==> config.mk <==
export PLATFORM = sky130hd
export DESIGN_NAME = seven_segment_meter_display_driver_top
export DESIGN_NICKNAME = d
export VERILOG_FILES = /design/src/rtl/core/ssmd_pkg.sv /design/src/rtl/core/seven_segment_meter_display_driver_top.sv /design/src/rtl/core/ssmd_front.sv /design/src/rtl/core/ssmd_queue.sv /design/src/rtl/core/ssmd_back.sv
export SDC_FILE = /design/constraint.sdc
export NUM_CORES = 1
export LEC_CHECK = 0
export ABC_AREA = 1
export ABC_CLOCK_PERIOD_IN_PS = 6250
export BUFFER_PORTS_ARGS = -buffer_cell sky130_fd_sc_hd__buf_2
export CAP_MARGIN = 20
export CELL_PAD_IN_SITES_DETAIL_PLACEMENT = 1
export CELL_PAD_IN_SITES_GLOBAL_PLACEMENT = 1
export CORE_MARGIN = 8
export CORE_UTILIZATION = 46
export DETAILED_ROUTE_END_ITERATION = 7
export PLACE_DENSITY = 0.77
export REMOVE_ABC_BUFFERS = 1
export SLEW_MARGIN = 20
export SYNTH_ARGS = -nofsm -noshare
export SYNTH_HDL_FRONTEND = slang
export SYNTH_SLANG_ARGS = --single-unit
==> constraint.sdc <==
create_clock -name clock -period 6.25 [get_ports clock]
set_clock_uncertainty 0.2 [all_clocks]
set_input_delay 1.25 -clock clock [delete_from_list [all_inputs] [get_ports clock]]
set_output_delay 1.25 -clock clock [all_outputs]
set_load 0.03 [all_outputs]
==> src/rtl/core/ssmd_pkg.sv <==
// shared types, constants and glyph tables of the seven-segment meter display driver
`default_nettype none

package ssmd_pkg;

   localparam int DIGIT_COUNT_DEF   = 4;
   localparam int FRACTION_BITS_DEF = 8;

   localparam int VALUE_W  = 24;
   localparam int SCALE_W  = 7;
   localparam int PROD_W   = VALUE_W + SCALE_W;
   localparam int SUM_W    = PROD_W + 2;
   localparam int NUM_W    = 16;
   localparam int GLYPH_N  = 4;
   localparam int SHOW_W   = 4;
   localparam int QUEUE_DEPTH = 4;
   localparam int QPTR_W   = $clog2(QUEUE_DEPTH);

   // n / 10 == (n * 0xCCCD) >> 19 for every n below 81920
   localparam logic [15:0] DIV10_MUL   = 16'hCCCD;
   localparam int          DIV10_SHIFT = 19;

   localparam logic [7:0] DP_BIT = 8'h80;

   typedef enum logic [1:0] {
      CMD_VOLTAGE = 2'd0,
      CMD_CURRENT = 2'd1,
      CMD_POWER   = 2'd2,
      CMD_TICK    = 2'd3
   } command_type;

   typedef struct packed {
      logic                      tick;
      logic [GLYPH_N-1:0][7:0]   glyphs;
   } ssmd_entry_type;

   function automatic logic [7:0] digit_glyph(input logic [3:0] digit);
      logic [7:0] seg;
      unique case (digit)
         4'd0:    seg = 8'h3F;
         4'd1:    seg = 8'h06;
         4'd2:    seg = 8'h5B;
         4'd3:    seg = 8'h4F;
         4'd4:    seg = 8'h66;
         4'd5:    seg = 8'h6D;
         4'd6:    seg = 8'h7D;
         4'd7:    seg = 8'h07;
         4'd8:    seg = 8'h7F;
         4'd9:    seg = 8'h6F;
         default: seg = 8'h00;
      endcase
      return seg;
   endfunction

   function automatic logic [7:0] unit_glyph(input command_type cmd);
      logic [7:0] seg;
      unique case (cmd)
         CMD_VOLTAGE: seg = 8'h3E;
         CMD_CURRENT: seg = 8'h77;
         CMD_POWER:   seg = 8'h73;
         default:     seg = 8'h00;
      endcase
      return seg;
   endfunction

   function automatic logic [SCALE_W-1:0] scale_of(input command_type cmd);
      logic [SCALE_W-1:0] s;
      unique case (cmd)
         CMD_VOLTAGE: s = SCALE_W'(10);
         CMD_CURRENT: s = SCALE_W'(1);
         CMD_POWER:   s = SCALE_W'(100);
         default:     s = '0;
      endcase
      return s;
   endfunction

endpackage

`default_nettype wire

==> src/rtl/core/seven_segment_meter_display_driver_top.sv <==
// top level of the seven-segment meter display driver
// a command reaches the queue through the registered front pipeline; a tick's first result
//   beat follows from the back end's output register when the queue is empty
// throughput: format commands one per cycle unless the front pipeline is stalled; a refresh
//   tick makes eight shift beats and a latch beat via the back end's single output register
// reset: digit store blank, scan position zero, all digits off, pipeline and queue empty
`default_nettype none

module seven_segment_meter_display_driver_top #(
   parameter int DIGIT_COUNT   = ssmd_pkg::DIGIT_COUNT_DEF,
   parameter int FRACTION_BITS = ssmd_pkg::FRACTION_BITS_DEF
) (
   input  wire logic        clock,
   input  wire logic        reset,
   input  wire logic        req_tvalid,
   output logic             req_tready,
   input  wire logic [23:0] req_tdata,   // [23:0] value
   input  wire logic [1:0]  req_tuser,   // [1:0] command
   output logic             rsp_tvalid,
   input  wire logic        rsp_tready,
   output logic [7:0]       rsp_tdata,   // [0] serial_bit, [1] shift_strobe,
                                         // [2] latch_strobe, [6:3] digit_enable_n, [7] zero
   output logic             rsp_tlast
);
   import ssmd_pkg::*;

   logic           fq_valid, fq_ready, qb_valid, qb_pop;
   ssmd_entry_type fq_entry, qb_entry;
   logic           serial_bit, shift_strobe, latch_strobe;
   logic [SHOW_W-1:0] digit_enable_n;

   ssmd_front #(
      .FRACTION_BITS(FRACTION_BITS)
   ) u_front (
      .clock      (clock),
      .reset      (reset),
      .in_valid   (req_tvalid),
      .in_ready   (req_tready),
      .in_command (command_type'(req_tuser)),
      .in_value   (req_tdata[VALUE_W-1:0]),
      .out_valid  (fq_valid),
      .out_ready  (fq_ready),
      .out_entry  (fq_entry)
   );

   ssmd_queue u_queue (
      .clock     (clock),
      .reset     (reset),
      .in_valid  (fq_valid),
      .in_ready  (fq_ready),
      .in_entry  (fq_entry),
      .out_valid (qb_valid),
      .out_pop   (qb_pop),
      .out_entry (qb_entry)
   );

   ssmd_back #(
      .DIGIT_COUNT(DIGIT_COUNT)
   ) u_back (
      .clock              (clock),
      .reset              (reset),
      .in_valid           (qb_valid),
      .in_pop             (qb_pop),
      .in_entry           (qb_entry),
      .out_valid          (rsp_tvalid),
      .out_ready          (rsp_tready),
      .out_serial_bit     (serial_bit),
      .out_shift_strobe   (shift_strobe),
      .out_latch_strobe   (latch_strobe),
      .out_digit_enable_n (digit_enable_n),
      .out_last           (rsp_tlast)
   );

   assign rsp_tdata = {1'b0, digit_enable_n, latch_strobe, shift_strobe, serial_bit};

endmodule

`default_nettype wire

==> src/rtl/core/ssmd_front.sv <==
// front pipeline: scales, rounds, saturates and splits a value into segment bytes
`default_nettype none

module ssmd_front #(
   parameter int FRACTION_BITS = ssmd_pkg::FRACTION_BITS_DEF
) (
   input  wire logic                     clock,
   input  wire logic                     reset,
   input  wire logic                     in_valid,
   output logic                          in_ready,
   input  wire ssmd_pkg::command_type    in_command,
   input  wire logic [ssmd_pkg::VALUE_W-1:0] in_value,
   output logic                          out_valid,
   input  wire logic                     out_ready,
   output ssmd_pkg::ssmd_entry_type      out_entry
);
   import ssmd_pkg::*;

   localparam int STAGES = 7;
   localparam logic [SUM_W-1:0] HALF = SUM_W'(1) << (FRACTION_BITS - 1);

   logic [STAGES-1:0] vld_ff, vld_in;
   logic              advance;

   command_type       cmd1_ff, cmd2_ff, cmd3_ff, cmd4_ff, cmd5_ff, cmd6_ff;
   logic [VALUE_W-1:0] value1_ff;
   logic [PROD_W-1:0]  prod2_ff;
   logic [NUM_W-1:0]   num3_ff, num4_ff;
   logic [12:0]        qa4_ff, qa5_ff;
   logic [9:0]         qb5_ff, qb6_ff;
   logic [6:0]         qc6_ff;
   logic [3:0]         d0_5_ff, d0_6_ff, d1_6_ff;
   ssmd_entry_type     entry_ff, entry_in;

   logic [SUM_W-1:0]   rsum;
   logic [NUM_W-1:0]   num_in;
   logic [31:0]        mul_a, mul_b, mul_c;
   logic [3:0]         d0_in, d1_in, d2_in;

   // whole pipe moves together; stalls only when the last stage is held
   assign advance  = !vld_ff[STAGES-1] || out_ready;
   assign in_ready = advance;
   assign vld_in   = {vld_ff[STAGES-2:0], in_valid};

   always_comb begin
      rsum   = SUM_W'(prod2_ff) + HALF;
      num_in = (|rsum[SUM_W-1:FRACTION_BITS+NUM_W]) ? '1 : rsum[FRACTION_BITS+NUM_W-1:FRACTION_BITS];
      mul_a  = 32'(num3_ff) * 32'(DIV10_MUL);
      mul_b  = 32'(qa4_ff) * 32'(DIV10_MUL);
      mul_c  = 32'(qb5_ff) * 32'(DIV10_MUL);
      d0_in  = 4'(num4_ff - 16'(qa4_ff) * 16'd10);
      d1_in  = 4'(qa5_ff - 13'(qb5_ff) * 13'd10);
      d2_in  = 4'(qb6_ff - 10'(qc6_ff) * 10'd10);
   end

   always_comb begin
      entry_in.tick      = (cmd6_ff == CMD_TICK);
      entry_in.glyphs[0] = digit_glyph(d0_6_ff);
      entry_in.glyphs[1] = digit_glyph(d1_6_ff);
      entry_in.glyphs[2] = digit_glyph(d2_in);
      entry_in.glyphs[3] = unit_glyph(cmd6_ff);
      case (cmd6_ff)
         CMD_VOLTAGE: entry_in.glyphs[1] = entry_in.glyphs[1] | DP_BIT;
         CMD_CURRENT: entry_in.glyphs[3] = entry_in.glyphs[3] | DP_BIT;
         CMD_POWER:   entry_in.glyphs[2] = entry_in.glyphs[2] | DP_BIT;
         default:     ;
      endcase
   end

   always_ff @(posedge clock) begin
      if (reset) begin
         vld_ff <= '0;
      end else if (advance) begin
         vld_ff <= vld_in;
      end
   end

   always_ff @(posedge clock) begin
      if (advance) begin
         cmd1_ff   <= in_command;
         value1_ff <= in_value;
         cmd2_ff   <= cmd1_ff;
         prod2_ff  <= PROD_W'(value1_ff) * PROD_W'(scale_of(cmd1_ff));
         cmd3_ff   <= cmd2_ff;
         num3_ff   <= num_in;
         cmd4_ff   <= cmd3_ff;
         num4_ff   <= num3_ff;
         qa4_ff    <= 13'(mul_a >> DIV10_SHIFT);
         cmd5_ff   <= cmd4_ff;
         qa5_ff    <= qa4_ff;
         qb5_ff    <= 10'(mul_b >> DIV10_SHIFT);
         d0_5_ff   <= d0_in;
         cmd6_ff   <= cmd5_ff;
         qb6_ff    <= qb5_ff;
         qc6_ff    <= 7'(mul_c >> DIV10_SHIFT);
         d0_6_ff   <= d0_5_ff;
         d1_6_ff   <= d1_in;
         entry_ff  <= entry_in;
      end
   end

   assign out_valid = vld_ff[STAGES-1];
   assign out_entry = entry_ff;

endmodule

`default_nettype wire

==> src/rtl/core/ssmd_queue.sv <==
// short queue of decoded commands between the front pipeline and the scan sequencer
`default_nettype none

module ssmd_queue (
   input  wire logic                     clock,
   input  wire logic                     reset,
   input  wire logic                     in_valid,
   output logic                          in_ready,
   input  wire ssmd_pkg::ssmd_entry_type in_entry,
   output logic                          out_valid,
   input  wire logic                     out_pop,
   output ssmd_pkg::ssmd_entry_type      out_entry
);
   import ssmd_pkg::*;

   ssmd_entry_type       slot_ff [QUEUE_DEPTH];
   logic [QPTR_W-1:0]    wr_ptr_ff, wr_ptr_in, rd_ptr_ff, rd_ptr_in;
   logic [QPTR_W:0]      count_ff, count_in;
   logic                 push, pop;

   assign in_ready  = (count_ff != (QPTR_W+1)'(QUEUE_DEPTH));
   assign out_valid = (count_ff != '0);
   assign push      = in_valid && in_ready;
   assign pop       = out_pop && out_valid;
   assign out_entry = slot_ff[rd_ptr_ff];

   always_comb begin
      wr_ptr_in = push ? wr_ptr_ff + 1'b1 : wr_ptr_ff;
      rd_ptr_in = pop  ? rd_ptr_ff + 1'b1 : rd_ptr_ff;
      count_in  = count_ff;
      case ({push, pop})
         2'b10:   count_in = count_ff + 1'b1;
         2'b01:   count_in = count_ff - 1'b1;
         default: ;
      endcase
   end

   always_ff @(posedge clock) begin
      if (reset) begin
         wr_ptr_ff <= '0;
         rd_ptr_ff <= '0;
         count_ff  <= '0;
      end else begin
         wr_ptr_ff <= wr_ptr_in;
         rd_ptr_ff <= rd_ptr_in;
         count_ff  <= count_in;
      end
   end

   always_ff @(posedge clock) begin
      if (push) begin
         slot_ff[wr_ptr_ff] <= in_entry;
      end
   end

endmodule

`default_nettype wire

==> src/rtl/core/ssmd_back.sv <==
// back end: digit store, scan position and serial shift-out of one digit per tick
`default_nettype none

module ssmd_back #(
   parameter int DIGIT_COUNT = ssmd_pkg::DIGIT_COUNT_DEF
) (
   input  wire logic                     clock,
   input  wire logic                     reset,
   input  wire logic                     in_valid,
   output logic                          in_pop,
   input  wire ssmd_pkg::ssmd_entry_type in_entry,
   output logic                          out_valid,
   input  wire logic                     out_ready,
   output logic                          out_serial_bit,
   output logic                          out_shift_strobe,
   output logic                          out_latch_strobe,
   output logic [ssmd_pkg::SHOW_W-1:0]   out_digit_enable_n,
   output logic                          out_last
);
   import ssmd_pkg::*;

   localparam int SCAN_W = $clog2(DIGIT_COUNT);
   localparam int WR_N   = (DIGIT_COUNT < GLYPH_N) ? DIGIT_COUNT : GLYPH_N;
   localparam logic [SHOW_W-1:0] SHOW_MASK =
      (DIGIT_COUNT >= SHOW_W) ? '1 : SHOW_W'((1 << DIGIT_COUNT) - 1);

   logic [7:0]        store_ff [DIGIT_COUNT];
   logic [7:0]        store_in [DIGIT_COUNT];
   logic [SCAN_W-1:0] scan_ff, scan_in;
   logic [SHOW_W-1:0] enables_ff, enables_in, enables_next;
   logic              busy_ff, busy_in;
   logic [3:0]        cnt_ff, cnt_in;
   logic [7:0]        shift_ff, shift_in;

   logic              valid_ff, valid_in;
   logic              bit_ff, bit_in, sh_ff, sh_in, la_ff, la_in, last_ff, last_in;
   logic [SHOW_W-1:0] en_ff, en_in;

   logic              out_free, beat_go, latch_beat, pop;

   assign out_free   = !valid_ff || out_ready;
   assign beat_go    = busy_ff && out_free;
   assign latch_beat = beat_go && (cnt_ff == 4'd8);
   // the next command may leave the queue in the same cycle as the latch beat
   assign pop        = in_valid && (!busy_ff || latch_beat);
   assign in_pop     = pop;

   always_comb begin
      for (int i = 0; i < SHOW_W; i++) begin
         enables_next[i] = SHOW_MASK[i] && (int'(scan_ff) != i);
      end
   end

   always_comb begin
      store_in   = store_ff;
      scan_in    = scan_ff;
      enables_in = enables_ff;
      busy_in    = busy_ff;
      cnt_in     = cnt_ff;
      shift_in   = shift_ff;
      valid_in   = valid_ff && !out_ready;
      bit_in     = bit_ff;
      sh_in      = sh_ff;
      la_in      = la_ff;
      en_in      = en_ff;
      last_in    = last_ff;

      if (beat_go) begin
         valid_in = 1'b1;
         if (latch_beat) begin
            bit_in     = 1'b0;
            sh_in      = 1'b0;
            la_in      = 1'b1;
            en_in      = enables_next;
            last_in    = 1'b1;
            enables_in = enables_next;
            scan_in    = (scan_ff == SCAN_W'(DIGIT_COUNT - 1)) ? '0 : scan_ff + 1'b1;
            busy_in    = 1'b0;
         end else begin
            bit_in   = shift_ff[7];
            sh_in    = 1'b1;
            la_in    = 1'b0;
            en_in    = enables_ff;
            last_in  = 1'b0;
            shift_in = {shift_ff[6:0], 1'b0};
            cnt_in   = cnt_ff + 4'd1;
         end
      end

      if (pop) begin
         if (in_entry.tick) begin
            busy_in  = 1'b1;
            cnt_in   = '0;
            shift_in = store_ff[scan_in];
         end else begin
            for (int i = 0; i < WR_N; i++) begin
               store_in[i] = in_entry.glyphs[i];
            end
         end
      end
   end

   always_ff @(posedge clock) begin
      if (reset) begin
         for (int i = 0; i < DIGIT_COUNT; i++) begin
            store_ff[i] <= '0;
         end
         scan_ff    <= '0;
         enables_ff <= SHOW_MASK;
         busy_ff    <= 1'b0;
         cnt_ff     <= '0;
         valid_ff   <= 1'b0;
      end else begin
         store_ff   <= store_in;
         scan_ff    <= scan_in;
         enables_ff <= enables_in;
         busy_ff    <= busy_in;
         cnt_ff     <= cnt_in;
         valid_ff   <= valid_in;
      end
   end

   always_ff @(posedge clock) begin
      shift_ff <= shift_in;
      bit_ff   <= bit_in;
      sh_ff    <= sh_in;
      la_ff    <= la_in;
      en_ff    <= en_in;
      last_ff  <= last_in;
   end

   assign out_valid          = valid_ff;
   assign out_serial_bit     = bit_ff;
   assign out_shift_strobe   = sh_ff;
   assign out_latch_strobe   = la_ff;
   assign out_digit_enable_n = en_ff;
   assign out_last           = last_ff;

endmodule

`default_nettype wire

==> results_dict.tcl, run 1 <==
set metrics [dict create \
    outcome "finished clean" \
    worst_pin_slew_ps 925 \
    post-cts-setup-buffers 0 \
    root_buffer "clkbuf_16" \
    r2r-end "u_front.prod2_ff[30]" \
    final.min_clock_period_ps 5620 \
    hold_viol_final 0 \
    ys_async_sr_fraction_pct 0 \
    netlist_instances 3180 \
    synth_seq_cells 342 \
    hpwl_um 59900 \
    synth_area_leaders "edfxtp_1 29%, fa_1 17%, ha_1 16%" \
    cts.path.max_buffers 3 \
    slowest_stage "fa_1" \
    whs_path_depth 0 \
    initialDrtViolationCount 859 \
    hold_start "u_front.cmd4_ff[1]" \
    wl_per_cell_um 17.9 \
    routed_via_density 5.11 \
    vias 21009 \
    yosys-top-cells-count "718 x inv_1, 488 x nand2_1, 376 x ha_1, 299 x nor2_1, 278 x edfxtp_1" \
    tns_ps 0 \
    critical_path.top_delay_family "adder cells" \
    synth_edf_count 278 \
    grt_max_degree 129 \
    routed_wl_um 73500 \
    slowest_delay_ps 570 \
    dr.pass1.iters 5 \
    cpMostUsedCell "inv_1" \
    grt_pass1_wl_um 120000 \
    path_cells "nor2_1 > inv_1 > nor2_1 > inv_1 > fa_1 > inv_1 > fa_1 > fa_1 > inv_1 > fa_1 > inv_1 > ha_1 > a21oi_1 > nand2_1 > a21oi_1 > nor2_1 > nor2_1 > nand2_1 > nand2_1 > nand2_1" \
    worstSetupStartpoint "u_front.cmd1_ff[0]" \
    fmax_ghz 0.178 \
    dpl_cell_area_um2 30300 \
    ff2ff_setup_slack_ps 630 \
    grt_usage_pct 20.7 \
    synth_top_area_share_pct 28.7 \
    cts_tree "built" \
    hold_path.class "register to register" \
    layout-drive-gt1-share_pct 5.86 \
    yosysWarnings 0 \
    max-cap-violations 0 \
    coreArea_um2 62900 \
    reg2reg_depth 20 \
    die_w_um 268 \
    place_congestion 0.927 \
    slew_viol_final 0 \
    io_pins 41 \
    antenna_found_initial 0 \
    numClockSinks 342 \
    critical_path_buf_inv_count 5 \
    synth_seq_area_share_pct 33.1 \
    yosysUniqueCellTypes 49 \
    maxSlewHeadroom_pct 37.9 \
    fin_area_um2 31700 \
    overflow 0 \
    post_cts_resized 0 \
    required_ps 6370 \
    syn-cell-area_um2 29100 \
    clkSlewWorstSetupHoldPaths_ps 60 \
    cp_num_cells 20 \
    setup_violations 0 \
    drc 0 \
    yosysTopAreaCell "edfxtp_1" \
    antenna_left 0 \
    antenna-diode-count 0 \
    worstSetupStartpointType "register" \
    hold_buffers 0 \
    cts_htree_levels 2 \
    cp_max_fo 24 \
    syn_avg_cell_area_um2 9.16 \
    cp-endpoint "u_front.prod2_ff[30]" \
    rows 92 \
    die-area_um2 71600 \
    period_share_pct 89.9 \
    endpoint_kind "register" \
    reg2reg_from "u_front.cmd1_ff[0]" \
    critPathArrivalTime_ps 5740 \
    rsz0062_at_grt "no" \
    area_growth_syn_to_layout_pct 8.74 \
    io_buffers 39 \
    initial_utilization_pct 46.3 \
    synthMostInstantiatedCell "inv_1" \
    die_h_um 268 \
    synthFlopType "edfxtp_1" \
    cts_buffers 41 \
    grt_pass1_vias 23589 \
    path_class "register to register" \
    clock_latency_ps 590 \
    fin_nets 3880 \
]
## cell type report
type | count | area [um2]
Clock inverter | 23 | 280
Clock buffer | 51 | 1110
Sequential cell | 342 | 9630
Inverter | 732 | 2750
Multi-Input combinational cell | 2060 | 16500
Timing Repair Buffer | 54 | 328
Fill cell | 7347 | 31200
Tap cell | 846 | 1060
## worst register-to-register path, delay by kind of cell, from the launching register on
family	cells	cell delay, ps
AND/OR/NAND/NOR	8	1110
flip-flops	1	440
adder cells (fa/ha/maj)	5	2480
AO/OA/AOI/OAI	2	510
buffers and inverters	5	620
## stage by stage
stage	util, %	cells	hold slack, ps	setup WS, ps
floorplan	-	3134	200	-106
global placement	48.1	4033	204	700
detailed placement	48.1	4033	206	648
CTS	50.4	4107	190	609
global route	50.4	4108	195	266
finish	50.4	4108	196	632
## cells by family after synthesis
kind of cell	share of synthesized area [%]
other	0.0129
buffers and inverters	10.3
AOI/OAI and AO/OA	6.58
adders and majority gates	32.9
and+or+nand+nor	15.4
DFF	33.1
xor gates and xnor gates	1.74
## worst min path at each step
| stage | endpoint | slack [ps] |
|---|---|---|
| after floorplan | u_front.cmd3_ff[0] | 200 |
| after global placement | u_front.cmd3_ff[0] | 200 |
| after detailed placement | u_front.d0_6_ff[3] | 210 |
| after CTS | u_front.cmd5_ff[1] | 190 |
| after global routing | u_front.cmd5_ff[1] | 190 |
| final | u_front.cmd5_ff[1] | 200 |
## placed cells by master (no fill, tap or decap), types with 26 or more instances in the layout
cell | Yosys | layout
buf_2 | 12 | 39
ha_1 | 376 | 376
nor2_1 | 299 | 295
edfxtp_1 | 278 | 278
nand2_1 | 488 | 488
fa_1 | 243 | 243
xor2_1 | 39 | 39
dfxtp_1 | 64 | 64
inv_1 | 718 | 718
nand4_1 | 26 | 26
o32ai_1 | 28 | 28
a21oi_1 | 141 | 141
clkbuf_16 | 0 | 41
nand3_1 | 138 | 137
o21ai_0 | 115 | 115
## sequential cells by signal (all words and copies together) (netlist names), 7 cells and up, named ones only
signal and cells:
u_back.shift_ff 8, u_back.store_ff 28, u_front.num3_ff 16, u_front.out_entry 29
u_front.prod2_ff 24, u_front.qa4_ff 13, u_front.qb5_ff 10, u_front.value1_ff 24
u_front.vld_ff 7, u_queue.slot_ff 116
## routing by layer
layer  vias up  global-route usage [%]  wire length (um)
met1     10457                    23.9             30600
met3       101                    2.18              1690
li1      10230                       -                 -
met4         0                    5.29              1680
met2       221                    40.2             39500
met5         -                       0                 0
Power of run 1 is not shown: default switching activity piles up to over one toggle a cycle in this logic, so the estimate is an artifact.
==> inputs of run 2 (changes only) <==
Settings changed: CORE_UTILIZATION 46 to 30, PLACE_DENSITY 0.77 to 0.54.
==> results_dict.tcl, run 2 (synthesized netlist as in run 1, its figures left out) <==
set metrics [dict create \
    outcome "finished clean" \
    slew_viol_final 0 \
    place_congestion 0.834 \
    layout-drive-gt1-share_pct 5.90 \
    grt_pass1_wl_um 123000 \
    die_h_um 328 \
    coreArea_um2 96400 \
    clock_latency_ps 620 \
    tns_ps 0 \
    grt_max_degree 62 \
    final.min_clock_period_ps 5680 \
    final_cell_mix "717 x inv_1, 488 x nand2_1, 376 x ha_1" \
    dr.pass1.iters 5 \
    largest_register_ffs 116 \
    worstSetupStartpointType "register" \
    fmax_ghz 0.176 \
    hold_path.class "register to register" \
    endpoint_kind "register" \
    hold_start "u_front.cmd3_ff[0]" \
    cts_tree "built" \
    die-area_um2 107000 \
    io_pins 41 \
    reg2reg_from "u_front.num3_ff[6]" \
    mostFrequentLayoutCell "inv_1" \
    reg2reg_depth 19 \
    path_class "register to register" \
    hpwl_um 60900 \
    critPathArrivalTime_ps 5850 \
    root_buffer "clkbuf_16" \
    die_w_um 328 \
    max-cap-violations 0 \
    slowest_delay_ps 550 \
    post-cts-setup-buffers 0 \
    cts_htree_levels 2 \
    cts.path.max_buffers 3 \
    r2r-end "u_front.qa4_ff[11]" \
    rows 114 \
    setup_violations 0 \
    holdPathEnd "u_front.cmd4_ff[0]" \
    multi_input_area_um2 16500 \
    area_growth_syn_to_layout_pct 10.8 \
    regMostFlops "u_queue.slot_ff" \
    io_buffers 39 \
    fin_nets 3883 \
    whs_path_depth 0 \
    fill_cells 11271 \
    hold_viol_final 0 \
    routed_wl_um 74400 \
    maxSlewHeadroom_pct 34.0 \
    grt_usage_pct 14.2 \
    antenna_left 0 \
    initial_utilization_pct 30.2 \
    drc 0 \
    rsz0062_at_grt "no" \
    post_cts_resized 0 \
    slowest_stage "fa_1" \
    numClockSinks 342 \
    required_ps 6420 \
    period_share_pct 90.8 \
    cts_buffers 43 \
    worst_pin_slew_ps 984 \
    wl_per_cell_um 16.4 \
    overflow 0 \
    clkSlewWorstSetupHoldPaths_ps 60 \
    antenna_found_initial 0 \
    grt_pass1_vias 22985 \
    cpMostUsedCell "fa_1" \
    path_cells "ha_1 > inv_1 > fa_1 > inv_1 > fa_1 > fa_1 > fa_1 > inv_1 > fa_1 > inv_1 > ha_1 > a21oi_1 > o21ai_0 > a21oi_1 > nor2_1 > nor2_1 > nand2_1 > nand2_1 > nand2_1" \
    routed_via_density 4.51 \
    regArea_um2 9630 \
    initialDrtViolationCount 639 \
    cp_max_fo 5 \
    vias 20492 \
    ff2ff_setup_slack_ps 570 \
    hold_buffers 0 \
    fin_util_pct 33.5 \
]
==> run 2: changes by cell type in the layout (fill, tap and decap cells not counted), moves of 2 or more <==
cell,before,now
clkinvlp_4,3,0
dfxtp_2,0,2
dfxtp_1,64,62
clkbuf_16,41,43
bufinv_16,4,6
clkinv_1,5,13
buf_4,13,16
clkbuf_8,5,0
==> run 2: metal layers <==
metal	global-route usage, %	up-vias	wire, um
li1	-	10234	-
met1	17.1	9971	32900
met2	26.2	180	37600
met3	1.77	107	1820
met4	4.28	0	2090
met5	0	-	0
==> run 2: layout make-up <==
cell class                 count  share of cell area, %
clock inverter                32                   1.15
tap                         1276                   4.95
timing repair buffer          55                  0.977
inverter                     732                   8.51
multi-input combinational   2060                   51.2
sequential                   342                   29.8
antenna                        1                0.00775
clock buffer                  48                   3.39
==> run 2: worst max-delay path by stage <==
| stage | depth (start not counted) | startpoint | slack (ps) | end |
|---|---|---|---|---|
| after floorplan | 2 | u_queue.count_ff[0] | -110 | u_front.cmd1_ff[0] |
| after global placement | 19 | u_front.num3_ff[6] | 610 | u_front.qa4_ff[11] |
| after detailed placement | 19 | u_front.num3_ff[6] | 600 | u_front.qa4_ff[11] |
| after CTS | 19 | u_front.num3_ff[6] | 580 | u_front.qa4_ff[11] |
| after global routing | 22 | u_front.cmd1_ff[1] | 260 | u_front.prod2_ff[30] |
| final | 19 | u_front.num3_ff[6] | 570 | u_front.qa4_ff[11] |
==> run 2: metrics by stage <==
stage	hold WS, ps	instance area [um2]	worst slack [ps]	std cells
6_report	219	32300	573	4546
3_3_place_gp	200	30800	611	4465
3_5_place_dp	208	30800	599	4465
4_1_cts	222	32300	582	4545
5_1_grt	224	32300	265	4545
2_1_floorplan	200	28900	-106	3134
==> run 2: critical path: cells and delay by family, from the launching register on <==
family / cells / cell delay, ps
AO/OA/AOI/OAI: 3 / 670
buffers and inverters: 4 / 270
adder cells (fa/ha/maj): 7 / 3360
AND/OR/NAND/NOR: 5 / 380
flip-flops: 1 / 540
Power of run 2 is left out for the same reason.
==> inputs of run 3 (changes only) <==
Settings changed: ABC_CLOCK_PERIOD_IN_PS 6250 to 4600.
Clock period 6.25 ns to 4.6 ns, I/O delays scaled along.
==> results_dict.tcl, run 3 (synthesized netlist as in run 1, its figures left out) <==
set metrics [dict create \
    hpwl_um 62800 \
    wl_met3_um 2200 \
    grt_max_degree 90 \
    top_layer "met4" \
    routed_wl_um 81100 \
    cts_tree "built" \
    maxSlewHeadroom_pct 34.2 \
    grt_usage_pct 15.1 \
    io_buffers 39 \
    dr_wl_met2_um 42800 \
    hold_path.class "register to register" \
    largest_register_ffs 116 \
    period_share_pct 110 \
    grt_pass1_vias 24519 \
    worstSetupStartpointType "register" \
    outcome "complete, but fails checks" \
    rows 114 \
    die-area_um2 107000 \
    max-cap-violations 0 \
    place_congestion 0.808 \
    path_class "register to register" \
    worst_pin_slew_ps 987 \
    critPathArrivalTime_ps 5210 \
    initialDrtViolationCount 685 \
    final.min_clock_period_ps 5040 \
    slowest_delay_ps 540 \
    numClockSinks 342 \
    wl_per_cell_um 16.5 \
    fin_nets 4258 \
    routed_via_density 4.48 \
    dr.pass1.iters 4 \
    vias 22027 \
    hold_buffers 0 \
    cpMostUsedCell "fa_1" \
    rsz0062_at_grt "yes" \
    fmax_ghz 0.198 \
    met1_length_um 34400 \
    whs_path_depth 0 \
    cp_max_fo 3 \
    clkSlewWorstSetupHoldPaths_ps 60 \
    io_pins 41 \
    antenna_found_initial 0 \
    area_growth_syn_to_layout_pct 32.6 \
    cts_buffers 45 \
    mostFrequentLayoutCell "inv_1" \
    hold_start "u_front.d0_5_ff[1]" \
    initial_utilization_pct 30.2 \
    r2r-end "u_front.qa4_ff[5]" \
    coreArea_um2 96400 \
    drc 0 \
    final_cell_mix "635 x inv_1, 383 x nand2_1, 324 x buf_4" \
    overflow 0 \
    slew_viol_final 0 \
    path_cells "ha_4 > inv_4 > fa_1 > inv_2 > fa_1 > fa_1 > fa_1 > inv_1 > fa_1 > inv_2 > ha_4 > buf_6 > nand2_8 > nor2_4 > and2_1 > nand2_1 > nand3_2 > a21oi_2 > nand2_1 > nand2_1 > nand2_1" \
    endpoint_kind "register" \
    cts_htree_levels 2 \
    grt_pass1_wl_um 130000 \
    cts.path.max_buffers 3 \
    ff2ff_setup_slack_ps -440 \
    die_w_um 328 \
    root_buffer "clkbuf_16" \
    setup_violations 39 \
    reg2reg_depth 21 \
    reg2reg_from "u_front.num3_ff[7]" \
    slowest_stage "fa_1" \
    fill_cells 10976 \
    regMostFlops "u_queue.slot_ff" \
    violations "setup timing" \
    hold_viol_final 0 \
    setup_ws_ps -442 \
    fin_util_pct 40.0 \
    layout-drive-gt1-share_pct 29.8 \
    instances_no_fill 4922 \
    antenna_left 0 \
    required_ps 4770 \
    die_h_um 328 \
    clock_latency_ps 620 \
    holdPathEnd "u_front.d0_6_ff[1]" \
    place_inst 4778 \
]
==> run 3: worst max-delay path by stage <==
stage / start / cells past startpoint / slack [ps] / end
after global routing: u_front.num3_ff[11] / 21 / -620 / u_front.qa4_ff[12]
after detailed placement: u_front.num3_ff[4] / 20 / -860 / u_front.qa4_ff[11]
after floorplan: u_queue.count_ff[0] / 2 / -1760 / u_front.cmd1_ff[0]
after global placement: u_front.num3_ff[4] / 20 / -750 / u_front.qa4_ff[11]
final: u_front.num3_ff[7] / 21 / -440 / u_front.qa4_ff[5]
after CTS: u_front.num3_ff[4] / 20 / -440 / u_front.qa4_ff[11]
==> run 3: stage by stage <==
step | setup WS (ps) | TNS [ps] | hold slack (ps) | area [um2]
after floorplan | -1760 | -296400 | 200 | 28900
after global placement | -753 | -23310 | 203 | 33200
after detailed placement | -862 | -24820 | 206 | 33200
after CTS | -439 | -9210 | 217 | 37400
after global routing | -616 | -16730 | 227 | 38600
final | -442 | -9030 | 217 | 38600
==> run 3: worst max-delay path, delay by kind of cell, from the launching register on <==
family,cells,cell delay (ps)
flops,1,470
buf+inv,5,300
simple gates,8,590
compound gates,1,130
fa+ha+maj,7,3080
==> run 3: area by class of cell <==
type                    count  area, um2  share of cell area (%)
repair buffers            428       3470                    8.99
well taps                1276       1600                    4.13
diodes                      1       2.50                 0.00648
clock inverters            29        303                   0.784
clock buffers              54       1170                    3.03
multi-input cells        2060      19600                    50.8
flip-flops and latches    342       9630                    24.9
inverters                 732       2800                    7.26
==> run 3: timing repair <==
| item | in CTS | in global routing |
|---|---|---|
| setup buffers | 41 | 29 |
| pin swaps | 293 | 229 |
| setup endpoints to repair | 47 | 50 |
| gates cloned | 3 | 0 |
| gates resized for setup | 544 | 269 |
==> run 3: routing by layer <==
layer | vias up | global-route usage, %
li1 | 10978 | -
met5 | - | 0
met3 | 96 | 1.98
met1 | 10796 | 17.9
met4 | 0 | 3.64
met2 | 157 | 28.4
Power of run 3 is left out for the same reason.
